**config.mk**
```make
export PLATFORM = sky130hd
export DESIGN_NAME = permutation_random_walk_step
export DESIGN_NICKNAME = d
export VERILOG_FILES = /design/src/hw/rtl/prws_pkg.sv /design/src/hw/rtl/prws_ram.sv /design/src/hw/rtl/prws_ctrl.sv /design/src/hw/rtl/prws_dp.sv /design/src/hw/rtl/permutation_random_walk_step.sv
export SDC_FILE = /design/constraint.sdc
export NUM_CORES = 2
export LEC_CHECK = 0
export ABC_AREA = 1
export ABC_CLOCK_PERIOD_IN_PS = 5300
export BUFFER_PORTS_ARGS = -buffer_cell sky130_fd_sc_hd__buf_4
export CAP_MARGIN = 20
export CORE_ASPECT_RATIO = 2
export CORE_UTILIZATION = 45
export DETAILED_ROUTE_END_ITERATION = 8
export HOLD_SLACK_MARGIN = 0.03
export PLACE_DENSITY = 0.63
export SYNTH_ARGS = -nofsm -noshare
export SYNTH_HDL_FRONTEND = slang
export SYNTH_HIERARCHICAL = 1
export SYNTH_SLANG_ARGS = --single-unit
```
**constraint.sdc**
```tcl
create_clock -name clock -period 5.3 [get_ports clock]
set_input_delay 0 -clock clock [delete_from_list [all_inputs] [get_ports clock]]
set_output_delay 0 -clock clock [all_outputs]
set_load 0.02 [all_outputs]
```
**src/hw/rtl/prws_pkg.sv**
```systemverilog
// ----------------------------------------------------------------------------
// prws_pkg
// Shared types and constants for the permutation random-walk step engine.
// ----------------------------------------------------------------------------
package prws_pkg;

   // Input opcodes
   typedef enum logic [1:0] {
      OP_WR_GEN     = 2'd0,
      OP_WR_CENTRAL = 2'd1,
      OP_START      = 2'd2,
      OP_STEP       = 2'd3
   } op_type;

   // Output word queue
   localparam int FIFO_DEPTH = 4;
   localparam int FIFO_AW    = 2;
   localparam int FIFO_CW    = 3;

   // Fixed field widths of the ports
   localparam int IN_POS_BITS  = 4;
   localparam int IN_VAL_BITS  = 8;
   localparam int IN_GEN_BITS  = 4;
   localparam int OUT_POS_BITS = 4;
   localparam int OUT_EL_BITS  = 8;
   localparam int OUT_DST_BITS = 16;

   typedef struct packed {
      logic [OUT_POS_BITS-1:0] out_position;
      logic [OUT_EL_BITS-1:0]  element;
      logic [OUT_DST_BITS-1:0] distance;
      logic                    last;
   } rsp_word_type;

   // Controller to datapath
   typedef struct packed {
      logic wr_gen;
      logic wr_central;
      logic begin_walk;
      logic begin_step;
      logic issue;
   } cmd_type;

   // Datapath to controller
   typedef struct packed {
      logic walk_active;
      logic room;
      logic last_issue;
      logic drained;
   } status_type;

endpackage

```
**src/hw/rtl/prws_ram.sv**
```systemverilog
// ----------------------------------------------------------------------------
// prws_ram
// Generic single-write, single-read RAM with registered read data.
// ----------------------------------------------------------------------------
module prws_ram #(
   parameter int WIDTH = 8,
   parameter int DEPTH = 16
) (
   input  logic                     clock,
   input  logic                     wr_en,
   input  logic [$clog2(DEPTH)-1:0] wr_addr,
   input  logic [WIDTH-1:0]         wr_data,
   input  logic                     rd_en,
   input  logic [$clog2(DEPTH)-1:0] rd_addr,
   output logic [WIDTH-1:0]         rd_data
);

   logic [WIDTH-1:0] mem_ff [DEPTH];
   logic [WIDTH-1:0] rd_data_ff;

   always_ff @(posedge clock) begin
      if (wr_en) begin
         mem_ff[wr_addr] <= wr_data;
      end
      if (rd_en) begin
         rd_data_ff <= mem_ff[rd_addr];
      end
   end

   assign rd_data = rd_data_ff;

endmodule

```
**src/hw/rtl/prws_ctrl.sv**
```systemverilog
// ----------------------------------------------------------------------------
// prws_ctrl
// Sequencer: takes input words, decodes the op and paces element issue.
// ----------------------------------------------------------------------------
module prws_ctrl (
   input  logic                 clock,
   input  logic                 reset,
   input  logic                 req_valid,
   output logic                 req_stall,
   input  logic [1:0]           req_op,
   output prws_pkg::cmd_type    cmd,
   input  prws_pkg::status_type status
);

   typedef enum logic [1:0] {
      ST_IDLE,
      ST_RUN,
      ST_DRAIN
   } state_type;

   state_type         state_ff;
   state_type         state_in;
   prws_pkg::op_type  op;
   logic              accept;

   assign op        = prws_pkg::op_type'(req_op);
   assign req_stall = (state_ff != ST_IDLE);
   assign accept    = req_valid && (state_ff == ST_IDLE);

   always_comb begin
      cmd      = '0;
      state_in = state_ff;
      unique case (state_ff)
         ST_IDLE: begin
            if (accept) begin
               unique case (op)
                  prws_pkg::OP_WR_GEN:     cmd.wr_gen = 1'b1;
                  prws_pkg::OP_WR_CENTRAL: cmd.wr_central = 1'b1;
                  prws_pkg::OP_START: begin
                     cmd.begin_walk = 1'b1;
                     state_in       = ST_RUN;
                  end
                  prws_pkg::OP_STEP: begin
                     // a step with no walk under way is dropped
                     if (status.walk_active) begin
                        cmd.begin_step = 1'b1;
                        state_in       = ST_RUN;
                     end
                  end
                  default: ;
               endcase
            end
         end
         ST_RUN: begin
            if (status.room) begin
               cmd.issue = 1'b1;
               if (status.last_issue) begin
                  state_in = ST_DRAIN;
               end
            end
         end
         ST_DRAIN: begin
            if (status.drained) begin
               state_in = ST_IDLE;
            end
         end
         default: state_in = ST_IDLE;
      endcase
   end

   always_ff @(posedge clock) begin
      if (reset) begin
         state_ff <= ST_IDLE;
      end else begin
         state_ff <= state_in;
      end
   end

endmodule

```
**src/hw/rtl/prws_dp.sv**
```systemverilog
// ----------------------------------------------------------------------------
// prws_dp
// Datapath: generator, central and state RAMs, element pipeline, output queue.
// ----------------------------------------------------------------------------
module prws_dp #(
   parameter int WALK_LEN  = 16,
   parameter int GEN_CNT   = 16,
   parameter int ELEM_BITS = 8,
   parameter int DIST_BITS = 16
) (
   input  logic                                 clock,
   input  logic                                 reset,
   input  prws_pkg::cmd_type                    cmd,
   output prws_pkg::status_type                 status,
   input  logic [prws_pkg::IN_GEN_BITS-1:0]     gen_sel,
   input  logic [prws_pkg::IN_POS_BITS-1:0]     position,
   input  logic [prws_pkg::IN_VAL_BITS-1:0]     value,
   output logic                                 rsp_valid,
   input  logic                                 rsp_stall,
   output prws_pkg::rsp_word_type               rsp_word
);

   localparam int POS_W   = $clog2(WALK_LEN);
   localparam int CNT_W   = $clog2(WALK_LEN + 1);
   localparam int GEN_W   = (GEN_CNT > 1) ? $clog2(GEN_CNT) : 1;
   localparam int GDEPTH  = GEN_CNT * WALK_LEN;
   localparam int GADDR_W = $clog2(GDEPTH);
   localparam int GIN     = 1 << prws_pkg::IN_GEN_BITS;
   localparam int SIN     = 1 << prws_pkg::IN_POS_BITS;
   // two banks of a power-of-two size each, so {bank, position} always lands inside
   localparam int SDEPTH  = 2 * (1 << POS_W);

   // generator number wraps modulo the table size
   function automatic logic [GEN_W-1:0] gen_mod(input logic [prws_pkg::IN_GEN_BITS-1:0] g);
      logic [GEN_W-1:0] r;
      r = '0;
      for (int i = 0; i < GIN; i++) begin
         if (g == prws_pkg::IN_GEN_BITS'(i)) begin
            r = GEN_W'(i % GEN_CNT);
         end
      end
      return r;
   endfunction

   // stored source index wraps modulo the state size
   function automatic logic [POS_W-1:0] src_mod(input logic [prws_pkg::IN_POS_BITS-1:0] s);
      logic [POS_W-1:0] r;
      r = '0;
      for (int i = 0; i < SIN; i++) begin
         if (s == prws_pkg::IN_POS_BITS'(i)) begin
            r = POS_W'(i % WALK_LEN);
         end
      end
      return r;
   endfunction

   // walk state
   logic                 active_ff;
   logic                 active_in;
   logic [DIST_BITS-1:0] count_ff;
   logic [DIST_BITS-1:0] count_in;
   logic                 mode_step_ff;
   logic                 mode_step_in;
   logic [GEN_W-1:0]     gidx_ff;
   logic [GEN_W-1:0]     gidx_in;
   logic                 bank_ff;
   logic                 bank_in;
   logic [CNT_W-1:0]     k_ff;
   logic [CNT_W-1:0]     k_in;

   // element pipeline
   logic                 a_valid_ff;
   logic [POS_W-1:0]     a_k_ff;
   logic                 b_valid_ff;
   logic [POS_W-1:0]     b_k_ff;

   // output queue
   prws_pkg::rsp_word_type       fifo_ff [prws_pkg::FIFO_DEPTH];
   logic [prws_pkg::FIFO_AW-1:0] wr_ptr_ff;
   logic [prws_pkg::FIFO_AW-1:0] rd_ptr_ff;
   logic [prws_pkg::FIFO_CW-1:0] fill_ff;
   logic [prws_pkg::FIFO_CW-1:0] fill_in;
   logic [prws_pkg::FIFO_CW-1:0] busy_sum;

   // RAM ports
   logic [GEN_W-1:0]               wr_gidx;
   logic [63:0]                    pos64;
   logic [POS_W-1:0]               pos_idx;
   logic                           pos_ok;
   logic [GADDR_W-1:0]             gen_wr_addr;
   logic [GADDR_W-1:0]             gen_rd_addr;
   logic [prws_pkg::IN_POS_BITS-1:0] gen_rd_data;
   logic [63:0]                    val64;
   logic [ELEM_BITS-1:0]           central_rd_data;
   logic [ELEM_BITS-1:0]           state_rd_data;
   logic [POS_W:0]                 state_rd_addr;
   logic [POS_W:0]                 state_wr_addr;
   logic [ELEM_BITS-1:0]           elem;
   logic [63:0]                    elem64;
   logic [63:0]                    k64;
   logic [63:0]                    dist64;
   logic                           b_last;
   logic                           push;
   logic                           pop;
   prws_pkg::rsp_word_type         word;

   assign wr_gidx = gen_mod(gen_sel);
   assign pos64   = 64'(position);
   assign pos_idx = pos64[POS_W-1:0];
   assign pos_ok  = (int'(position) < WALK_LEN);
   assign val64   = 64'(value);

   assign gen_wr_addr = GADDR_W'(wr_gidx) * GADDR_W'(WALK_LEN) + GADDR_W'(pos_idx);
   assign gen_rd_addr = GADDR_W'(gidx_ff) * GADDR_W'(WALK_LEN) + GADDR_W'(k_ff[POS_W-1:0]);

   prws_ram #(
      .WIDTH (prws_pkg::IN_POS_BITS),
      .DEPTH (GDEPTH)
   ) u_gen_ram (
      .clock   (clock),
      .wr_en   (cmd.wr_gen && pos_ok),
      .wr_addr (gen_wr_addr),
      .wr_data (value[prws_pkg::IN_POS_BITS-1:0]),
      .rd_en   (cmd.issue),
      .rd_addr (gen_rd_addr),
      .rd_data (gen_rd_data)
   );

   prws_ram #(
      .WIDTH (ELEM_BITS),
      .DEPTH (WALK_LEN)
   ) u_central_ram (
      .clock   (clock),
      .wr_en   (cmd.wr_central && pos_ok),
      .wr_addr (pos_idx),
      .wr_data (val64[ELEM_BITS-1:0]),
      .rd_en   (a_valid_ff),
      .rd_addr (a_k_ff),
      .rd_data (central_rd_data)
   );

   // two banks: read the old state from one, build the new one in the other
   assign state_rd_addr = {bank_ff, src_mod(gen_rd_data)};
   assign state_wr_addr = {~bank_ff, b_k_ff};

   prws_ram #(
      .WIDTH (ELEM_BITS),
      .DEPTH (SDEPTH)
   ) u_state_ram (
      .clock   (clock),
      .wr_en   (b_valid_ff),
      .wr_addr (state_wr_addr),
      .wr_data (elem),
      .rd_en   (a_valid_ff),
      .rd_addr (state_rd_addr),
      .rd_data (state_rd_data)
   );

   assign elem   = mode_step_ff ? state_rd_data : central_rd_data;
   assign elem64 = 64'(elem);
   assign k64    = 64'(b_k_ff);
   assign dist64 = 64'(count_ff);
   assign b_last = (b_k_ff == POS_W'(WALK_LEN - 1));

   always_comb begin
      word.out_position = k64[prws_pkg::OUT_POS_BITS-1:0];
      word.element      = elem64[prws_pkg::OUT_EL_BITS-1:0];
      word.distance     = dist64[prws_pkg::OUT_DST_BITS-1:0];
      word.last         = b_last;
   end

   assign push = b_valid_ff;
   assign pop  = rsp_valid && !rsp_stall;

   // walk control
   always_comb begin
      active_in    = active_ff;
      count_in     = count_ff;
      mode_step_in = mode_step_ff;
      gidx_in      = gidx_ff;
      bank_in      = bank_ff;
      k_in         = k_ff;
      if (cmd.begin_walk) begin
         active_in    = 1'b1;
         count_in     = '0;
         mode_step_in = 1'b0;
         k_in         = '0;
      end
      if (cmd.begin_step) begin
         mode_step_in = 1'b1;
         gidx_in      = wr_gidx;
         k_in         = '0;
         if (count_ff != '1) begin
            count_in = count_ff + DIST_BITS'(1);
         end
      end
      if (cmd.issue) begin
         k_in = k_ff + CNT_W'(1);
      end
      if (push && b_last) begin
         bank_in = ~bank_ff;
      end
   end

   always_comb begin
      fill_in = fill_ff;
      case ({push, pop})
         2'b10:   fill_in = fill_ff + prws_pkg::FIFO_CW'(1);
         2'b01:   fill_in = fill_ff - prws_pkg::FIFO_CW'(1);
         default: fill_in = fill_ff;
      endcase
   end

   assign busy_sum = fill_ff + prws_pkg::FIFO_CW'(a_valid_ff) + prws_pkg::FIFO_CW'(b_valid_ff);

   always_ff @(posedge clock) begin
      if (reset) begin
         active_ff  <= 1'b0;
         count_ff   <= '0;
         bank_ff    <= 1'b0;
         k_ff       <= '0;
         a_valid_ff <= 1'b0;
         b_valid_ff <= 1'b0;
         wr_ptr_ff  <= '0;
         rd_ptr_ff  <= '0;
         fill_ff    <= '0;
      end else begin
         active_ff  <= active_in;
         count_ff   <= count_in;
         bank_ff    <= bank_in;
         k_ff       <= k_in;
         a_valid_ff <= cmd.issue;
         b_valid_ff <= a_valid_ff;
         fill_ff    <= fill_in;
         if (push) begin
            wr_ptr_ff <= wr_ptr_ff + prws_pkg::FIFO_AW'(1);
         end
         if (pop) begin
            rd_ptr_ff <= rd_ptr_ff + prws_pkg::FIFO_AW'(1);
         end
      end
   end

   always_ff @(posedge clock) begin
      mode_step_ff <= mode_step_in;
      gidx_ff      <= gidx_in;
      a_k_ff       <= k_ff[POS_W-1:0];
      b_k_ff       <= a_k_ff;
      if (push) begin
         fifo_ff[wr_ptr_ff] <= word;
      end
   end

   assign rsp_valid = (fill_ff != '0);
   assign rsp_word  = fifo_ff[rd_ptr_ff];

   always_comb begin
      status.walk_active = active_ff;
      status.room        = (busy_sum < prws_pkg::FIFO_CW'(prws_pkg::FIFO_DEPTH));
      status.last_issue  = (k_ff == CNT_W'(WALK_LEN - 1));
      status.drained     = !a_valid_ff && !b_valid_ff;
   end

endmodule

```
**src/hw/rtl/permutation_random_walk_step.sv**
```systemverilog
// ----------------------------------------------------------------------------
// permutation_random_walk_step
// Random walk over a Cayley graph generated by stored permutations.
// ----------------------------------------------------------------------------
//
//  channel  | handshake            | word
//  ---------+----------------------+------------------------------------------
//  req      | req_valid/req_stall  | op, gen_sel, position, value
//  rsp      | rsp_valid/rsp_stall  | out_position, element, distance, last
//
//  Generator and central writes leave the sequencer idle for the next word.
//  A start or a step takes the word, makes WALK_LEN element issues (one a
//  cycle while the queue has room), then drains the generator-RAM then
//  state-RAM read chain before the next word is taken.
//  A 4-word output queue holds results; while rsp_stall is high the issue
//  pace drops to what the queue can take.
//  Synchronous reset clears the walk flag, distance, queue and sequencer.
//  Table stores are undefined until written and get no clearing pass.
//
module permutation_random_walk_step #(
   parameter int WALK_LEN  = 16,
   parameter int GEN_CNT   = 16,
   parameter int ELEM_BITS = 8,
   parameter int DIST_BITS = 16
) (
   input  logic        clock,
   input  logic        reset,
   // request words
   input  logic        req_valid,
   output logic        req_stall,
   input  logic [1:0]  req_op,
   input  logic [3:0]  req_gen_sel,
   input  logic [3:0]  req_position,
   input  logic [7:0]  req_value,
   // response words
   output logic        rsp_valid,
   input  logic        rsp_stall,
   output logic [3:0]  rsp_out_position,
   output logic [7:0]  rsp_element,
   output logic [15:0] rsp_distance,
   output logic        rsp_last
);

   prws_pkg::cmd_type      ctrl_cmd;
   prws_pkg::status_type   dp_status;
   prws_pkg::rsp_word_type rsp_word;

   // sequencer: decodes ops and paces element issue
   prws_ctrl u_ctrl (
      .clock     (clock),
      .reset     (reset),
      .req_valid (req_valid),
      .req_stall (req_stall),
      .req_op    (req_op),
      .cmd       (ctrl_cmd),
      .status    (dp_status)
   );

   // stores, element pipeline and output queue
   prws_dp #(
      .WALK_LEN  (WALK_LEN),
      .GEN_CNT   (GEN_CNT),
      .ELEM_BITS (ELEM_BITS),
      .DIST_BITS (DIST_BITS)
   ) u_dp (
      .clock     (clock),
      .reset     (reset),
      .cmd       (ctrl_cmd),
      .status    (dp_status),
      .gen_sel   (req_gen_sel),
      .position  (req_position),
      .value     (req_value),
      .rsp_valid (rsp_valid),
      .rsp_stall (rsp_stall),
      .rsp_word  (rsp_word)
   );

   assign rsp_out_position = rsp_word.out_position;
   assign rsp_element      = rsp_word.element;
   assign rsp_distance     = rsp_word.distance;
   assign rsp_last         = rsp_word.last;

`ifndef ASSERT_OFF
   // a start always occupies the sequencer in the following cycle
   a_start_busy: assert property (@(posedge clock) disable iff (reset)
      (req_valid && !req_stall && req_op == prws_pkg::OP_START) |=> req_stall)
      else $error("start did not occupy the sequencer");

   // a step with no walk under way is dropped at once
   a_step_dropped: assert property (@(posedge clock) disable iff (reset)
      (req_valid && !req_stall && req_op == prws_pkg::OP_STEP && !dp_status.walk_active)
      |=> !req_stall)
      else $error("idle step held the sequencer");

   // element issue only with queue room reserved
   a_issue_room: assert property (@(posedge clock) disable iff (reset)
      ctrl_cmd.issue |-> dp_status.room)
      else $error("element issued without queue room");

   // last flag marks the final position
   a_last_pos: assert property (@(posedge clock) disable iff (reset)
      (rsp_valid && rsp_last) |-> (rsp_out_position == 4'(WALK_LEN - 1)))
      else $error("last flag on wrong position");
`endif

endmodule

```
After elaboration in Yosys (flattened, before gate mapping)

Memories as Yosys holds them, arrays and structs flattened. A register that Yosys moved wholly into a read port is not among the register bits.
Index checks and enable logic that the tools add are counted.

Bits in writable memories: 1524
Memories kept: 4
Input port bits: 22
Logic and storage cells: 152
Register bits: 47
Output and inout bits: 31

Memories:

| name                      | depth | bits a word | read ports | clocked after Yosys merged registers in | write ports | line           | source |
|---|---|---|---|---|---|---|---|
| u_dp.u_gen_ram.mem_ff     | 256   | 4           | 1          | 1                                       | 1           | prws_ram.sv:18 | `logic [WIDTH-1:0] mem_ff [DEPTH];` |
| u_dp.u_state_ram.mem_ff   | 32    | 8           | 1          | 1                                       | 1           | prws_ram.sv:18 |  |
| u_dp.u_central_ram.mem_ff | 16    | 8           | 1          | 1                                       | 1           | prws_ram.sv:18 |  |
| u_dp.fifo_ff              | 4     | 29          | 1          | 1                                       | 1           | prws_dp.sv:78  | `prws_pkg::rsp_word_type fifo_ff [prws_pkg::FIFO_DEPTH];` |

Reductions and logical operators: 14
Order comparisons: 1
Muxes and demuxes: 62
$add $sub $neg: 10
Equality and inequality tests: 46
Bitwise operators: 1

Operator list:

| kind                    | number |
|---|---|
| $mux W4                 | 24 |
| $eq A4 B4 Y1 const B    | 17 |
| $mux W16                | 3 |
| $eq A4 B3 Y1 const B    | 8 |
| $mux W2                 | 9 |
| $add A16 B1 Y16 const B | 1 |
| $add A8 B4 Y8           | 2 |
| $eq A4 B2 Y1 const B    | 4 |
| $ne A16 B16 Y1 const B  | 1 |
| $mux W1                 | 15 |
| $mux W5                 | 3 |
| $mux W3                 | 4 |
| $eq A2 B2 Y1 const B    | 4 |
| $eq A4 B1 Y1 const B    | 2 |
| $mux W8                 | 1 |
| $add A3 B1 Y3           | 2 |
| $eq A2 B1 Y1 const B    | 3 |
| $ne A2 B2 Y1 const B    | 3 |
| $pmux W2 S3             | 1 |
| $pmux W3 S2             | 1 |
| $reduce_and A6 Y1       | 1 |
| $reduce_bool A3 Y1      | 2 |
| $add A5 B1 Y5 const B   | 1 |
| $eq A5 B4 Y1 const B    | 1 |
| 13 further kinds        | 21 |

Longest topological paths before layout

Depth after elaboration: 17
Gate-level depth with buffers: 14
Depth with buffers taken out: 11

Hierarchy

The synthesis kept the hierarchy.

Modules (own cells, without submodules):

| module                         | cells an instance | seq. area each (sq um) | area an instance (sq um) | instances |
|---|---|---|---|---|
| prws_ram at u_dp.u_gen_ram     | 3720              | 30869.6                | 42864.9                  | 1 |
| prws_ram at u_dp.u_state_ram   | 922               | 7927.6                 | 10866.7                  | 1 |
| prws_dp                        | 599               | 4464.3                 | 6530.0                   | 1 |
| prws_ram at u_dp.u_central_ram | 551               | 4083.9                 | 5846.9                   | 1 |
| prws_ctrl                      | 37                | 40.0                   | 206.4                    | 1 |

Least setup slack after synthesis

Ideal clock, no wire load.

Path kind: register -> register
Start: reg u_ctrl.state_ff[1]
End: reg u_dp.k_ff[3]
Data required time: 5182 ps
Setup slack: 3152 ps
Arrival: 2031 ps
Setup time: 118 ps
Period minus slack after synthesis: 2148 ps
Cell stages (with the launch flop): 9
Path buffers: 0
Path through: dfxtp_1 > nor2_4 > nand2_1 > nor3_1 > nor2_1 > nand2_1 > nand4_1 > xor2_1 > nor2_1

RTL lines:

| item                     | line            | source |
|---|---|---|
| start: declaration       | prws_ctrl.sv:21 | `state_type state_ff;` |
| start signal: assignment | prws_ctrl.sv:75 | `state_ff <= state_in;` |
| end signal: assignment   | prws_dp.sv:231  | `k_ff <= k_in;` |
| end: declaration         | prws_dp.sv:68   | `logic [CNT_W-1:0] k_ff;` |

Worst setup path after layout

Start: reg u_dp.k_ff[1]
End: reg u_dp.u_gen_ram.rd_data_ff[1], in the netlist u_dp/u_gen_ram/rd_data[1], read port of u_dp.u_gen_ram.mem_ff (data pin)

Cells in the longest elaborated chain, start to end: 1

Ends and longest elaborated chain:

| item             | line           | source |
|---|---|---|
| $add A8 B4 Y8    | prws_dp.sv:114 | `assign gen_rd_addr = GADDR_W'(gidx_ff) * GADDR_W'(WALK_LEN) + GADDR_W'(k_ff[POS_W-1:0]);` |
| end: declaration | prws_ram.sv:19 | `logic [WIDTH-1:0] rd_data_ff;` |

Every way passes these cells.
A chain may end at the register's enable or synchronous reset.

==> impl_metrics.yaml <==
synth:
  synthArstFlopShare_pct: 0
  syn_avg_cell_area_um2: 11.38
  synth_top_family_by_area: "simple AND/OR/NAND/NOR gates"
  syn-num-nets: 5861
  synth_cells: 5829
  netlist_top_cells_area: "edfxtp_1, nand2_1, nand3_1"
  yosysWarnings: 6
  synthXorXnorAreaFrac_pct: 0.02641
  synth-compound-area-share_pct: 1.143
  synth_top_area_share_pct: 70.10
  synth_mux_area_share_pct: 0
  synth_common_cells: "nand2_1, edfxtp_1, nand3_1, nor2_1, inv_1"
  synth_cell_types: 37
  synth-simple-area-share_pct: 22.51
  synth_edf_count: 1548
  synthAdderAreaFrac_pct: 0.2000
  yosysMostFrequentCell: "nand2_1"
  seq_area_frac_synth_pct: 71.46
  ys.flop_type: "edfxtp_1"
  yosys.area.top_type: "edfxtp_1"
  synth-seq-cells: 1593
  synth_area_mm2: 0.06631
timing:
  fin_skew_ns: 0.04311
  slew_viol_final: 0
  rsz0062_at_grt: "false"
  period_needed_ns: 3.635
  fin_setup_tns_ns: 0
  period_share_pct: 68.59
  fmax_mhz: 275.1
  setup_viol: 0
  worst_pin_slew_ns: 1.151
  hold_viol_final: 0
  setup_slack_ns: 1.665
  slew_headroom_pct: 23.29
drt:
  num_vias: 42830
  drtAntennaViolNets: 0
  drtPass1Iterations: 8
  drt_iter0_drc: 3538
  wirelength_mm: 172.6
  viasPerCell: 5.524
  drt-wirelength-per-cell_um: 22.26
  drc: 0
global_routing:
  antenna_found_initial: 6
  grt_pass1_wl_mm: 256.2
  grtUsageTotal_pct: 23.04
  grt_start_max_net_pins: 271
  first_global_vias: 42120
  grt.overflow.total: 0
worst_setup_path:
  crit_end: "u_dp/u_gen_ram/rd_data[1]$_DFFE_PP_"
  crit_top_cell: "nand3_1"
  r2r_cells: 11
  cpLargestDelayFamily: "simple AND/OR/NAND/NOR gates"
  cp-start-kind: "register"
  cp_max_fo: 56
  cp.arrival_ns: 4.17
  worst-path-buf-inv: 2
  r2r_start: "u_dp/k_ff[1]$_SDFFE_PP0P_"
  end_kind: "register"
  critPathMaxStageDelay_ns: 0.77
  r2r-end: "u_dp/u_gen_ram/rd_data[1]$_DFFE_PP_"
  critPathKind: "reg -> reg"
  path_cells: "buf_4 -> buf_4 -> nand3_1 -> nand3_1 -> nand3_1 -> nand3_1 -> nand2_1 -> nand2_1 -> nand3_1 -> nand3_1 -> nand2_1"
  required_ns: 5.83
  cp.depth: 11
  slowest_stage: "dfxtp_4"
  r2r_setup_slack_ns: 1.66
  crit_start: "u_dp/k_ff[1]$_SDFFE_PP0P_"
power_and_ir_drop:
  seqPwrFrac_pct: 48.9
  power.share.switching_pct: 27.89
  power.switching_mw: 8.164
  intPower_mw: 21.11
  comb_power_share_pct: 16.6
  leakage_nw: 25.27
  ir_worst_vdd_mv: 0.3171
  p_per_area_mw_per_mm2: 405.5
  p_clk_share_pct: 34.5
die:
  dieHeight_um: 544.9
  die_width_um: 273.4
  row_count: 198
  io_pins: 53
  dieArea_mm2: 0.1490
  start_util_pct: 45.45
  core_area_mm2: 0.1459
clocking:
  cts_buffers: 141
  cts_root_buffer: "clkbuf_16"
  cts_max_level: 4
  clkSinkCount: 1593
  cts_hold_buf: 29
  ctsResizeCount: 0
  clk_pin_slew_worst_paths_ns: 0.07
  cts_tree: "yes"
  insertion_delay_ns: 0.79
  cts_setup_buffers: 0
  clk_path_buf_depth: 4
flow_run:
  drv_cap: 0
min_path:
  holdCritPathClass: "in -> reg"
layout:
  drive_above_1_share_pct: 6.017
  area_delta_synth_final_pct: 8.870
  nNetsFinal: 5785
  nFillCells: 12687
place:
  pre_cts_ws_ns: 1.753
  numPortBuffers: 52
  gp_congestion: 0.8921
  dp_hpwl_mm: 103.7
outcome:
  status: "finished clean"
## layout make-up
cell class / instances / area [um2] / area share (%)
inverters: 201 / 784.5 / 1.087
clock inverters: 67 / 706.9 / 0.9792
clock buffers: 173 / 3732 / 5.170
multi-input cells: 3669 / 15870 / 21.98
repair buffers: 147 / 1314 / 1.820
well taps: 1900 / 2377 / 3.293
flip-flops and latches: 1593 / 47400 / 65.66
diodes: 4 / 10.01 / 0.01386
## stage by stage
| step | std cells | power (mW) | hold slack (ns) | util [%] | cell area, um2 |
|---|---|---|---|---|---|
| after floorplan | 5829 | 18.17 | 0.09887 | - | 66310 |
| after detailed placement | 7480 | 19.43 | 0.2411 | 46.22 | 67440 |
| final | 7754 | 29.27 | 0.1321 | 49.48 | 72200 |
| after global placement | 7480 | 19.37 | 0.2405 | 46.22 | 67440 |
| after global routing | 7752 | 30.36 | 0.1261 | 49.47 | 72190 |
| after CTS | 7749 | 29.44 | 0.07248 | 49.46 | 72170 |
## state kept, by name, indices dropped and copies added (netlist names), 5 cells and up, named ones only
signal and flops:
u_dp/fifo_ff 116, u_dp/u_central_ram/rd_data 8, u_dp/u_central_ram/mem_ff 128, u_dp/u_gen_ram/mem_ff 1024, u_dp/k_ff 5, u_dp/u_state_ram/rd_data 8, u_dp/count_ff 16, u_dp/u_state_ram/mem_ff 256
## power groups by stage
stage	Sequential [mW]	Clock, mW	Combinational, mW
6_report	14.3	10.1	4.86
5_1_grt	14.3	10.7	5.36
4_1_cts	14.3	10.3	4.87
3_5_place_dp	14.6	0	4.83
3_3_place_gp	14.6	0	4.78
2_1_floorplan	14.5	0	3.69
## worst min path at each step
stage | cells past startpoint | from | to | slack (ns)
2_1_floorplan | 0 | req_value[0] | u_dp/u_central_ram/mem_ff[0][0]$_DFFE_PP_ | 0.1
3_3_place_gp | 1 | req_gen_sel[2] | u_dp/gidx_ff[2]$_DFFE_PP_ | 0.24
3_5_place_dp | 1 | req_gen_sel[2] | u_dp/gidx_ff[2]$_DFFE_PP_ | 0.24
4_1_cts | 3 | reset | u_dp/b_valid_ff$_SDFF_PP0_ | 0.07
5_1_grt | 3 | reset | u_dp/b_valid_ff$_SDFF_PP0_ | 0.13
6_report | 3 | reset | u_dp/fill_ff[1]$_SDFFE_PP0P_ | 0.13
## worst register-to-register path: stages, from the launching register on
cell and delay [ns]:
dfxtp_4 0.77, buf_4 0.63, buf_4 0.64, nand3_1 0.20
nand3_1 0.12, nand3_1 0.11, nand3_1 0.21, nand2_1 0.14
nand2_1 0.10, nand3_1 0.18, nand3_1 0.21, nand2_1 0.08
## logic make-up after synthesis
kind of cell / count (synthesis)
AOI/OAI and AO/OA: 142
xor gates and xnor gates: 2
adders and majority gates: 10
buffers and inverters: 567
DFF: 1593
and+or+nand+nor: 3515
## metal layers
layer	vias to the layer above	GRT usage, %	wire, um
li1	20039	-	-
met1	20865	24.81	60250
met2	1431	42.63	92560
met3	487	2.541	8374
met4	8	14.43	11400
met5	-	0	53
## layout by cell type (no fill, tap or decap), types with 14 or more instances in the layout
cell type,count
edfxtp_1,1548
bufinv_16,14
nand2_1,1745
clkbuf_1,27
dfxtp_1,39
nor2_1,426
inv_1,188
clkinv_1,20
clkbuf_16,144
buf_4,105
o22ai_1,29
dlygate4sd3_1,29
nand3_1,1308
clkinv_2,23
a21oi_1,22
o21ai_0,84
No activity file was read; power rests on OpenSTA's default activity.
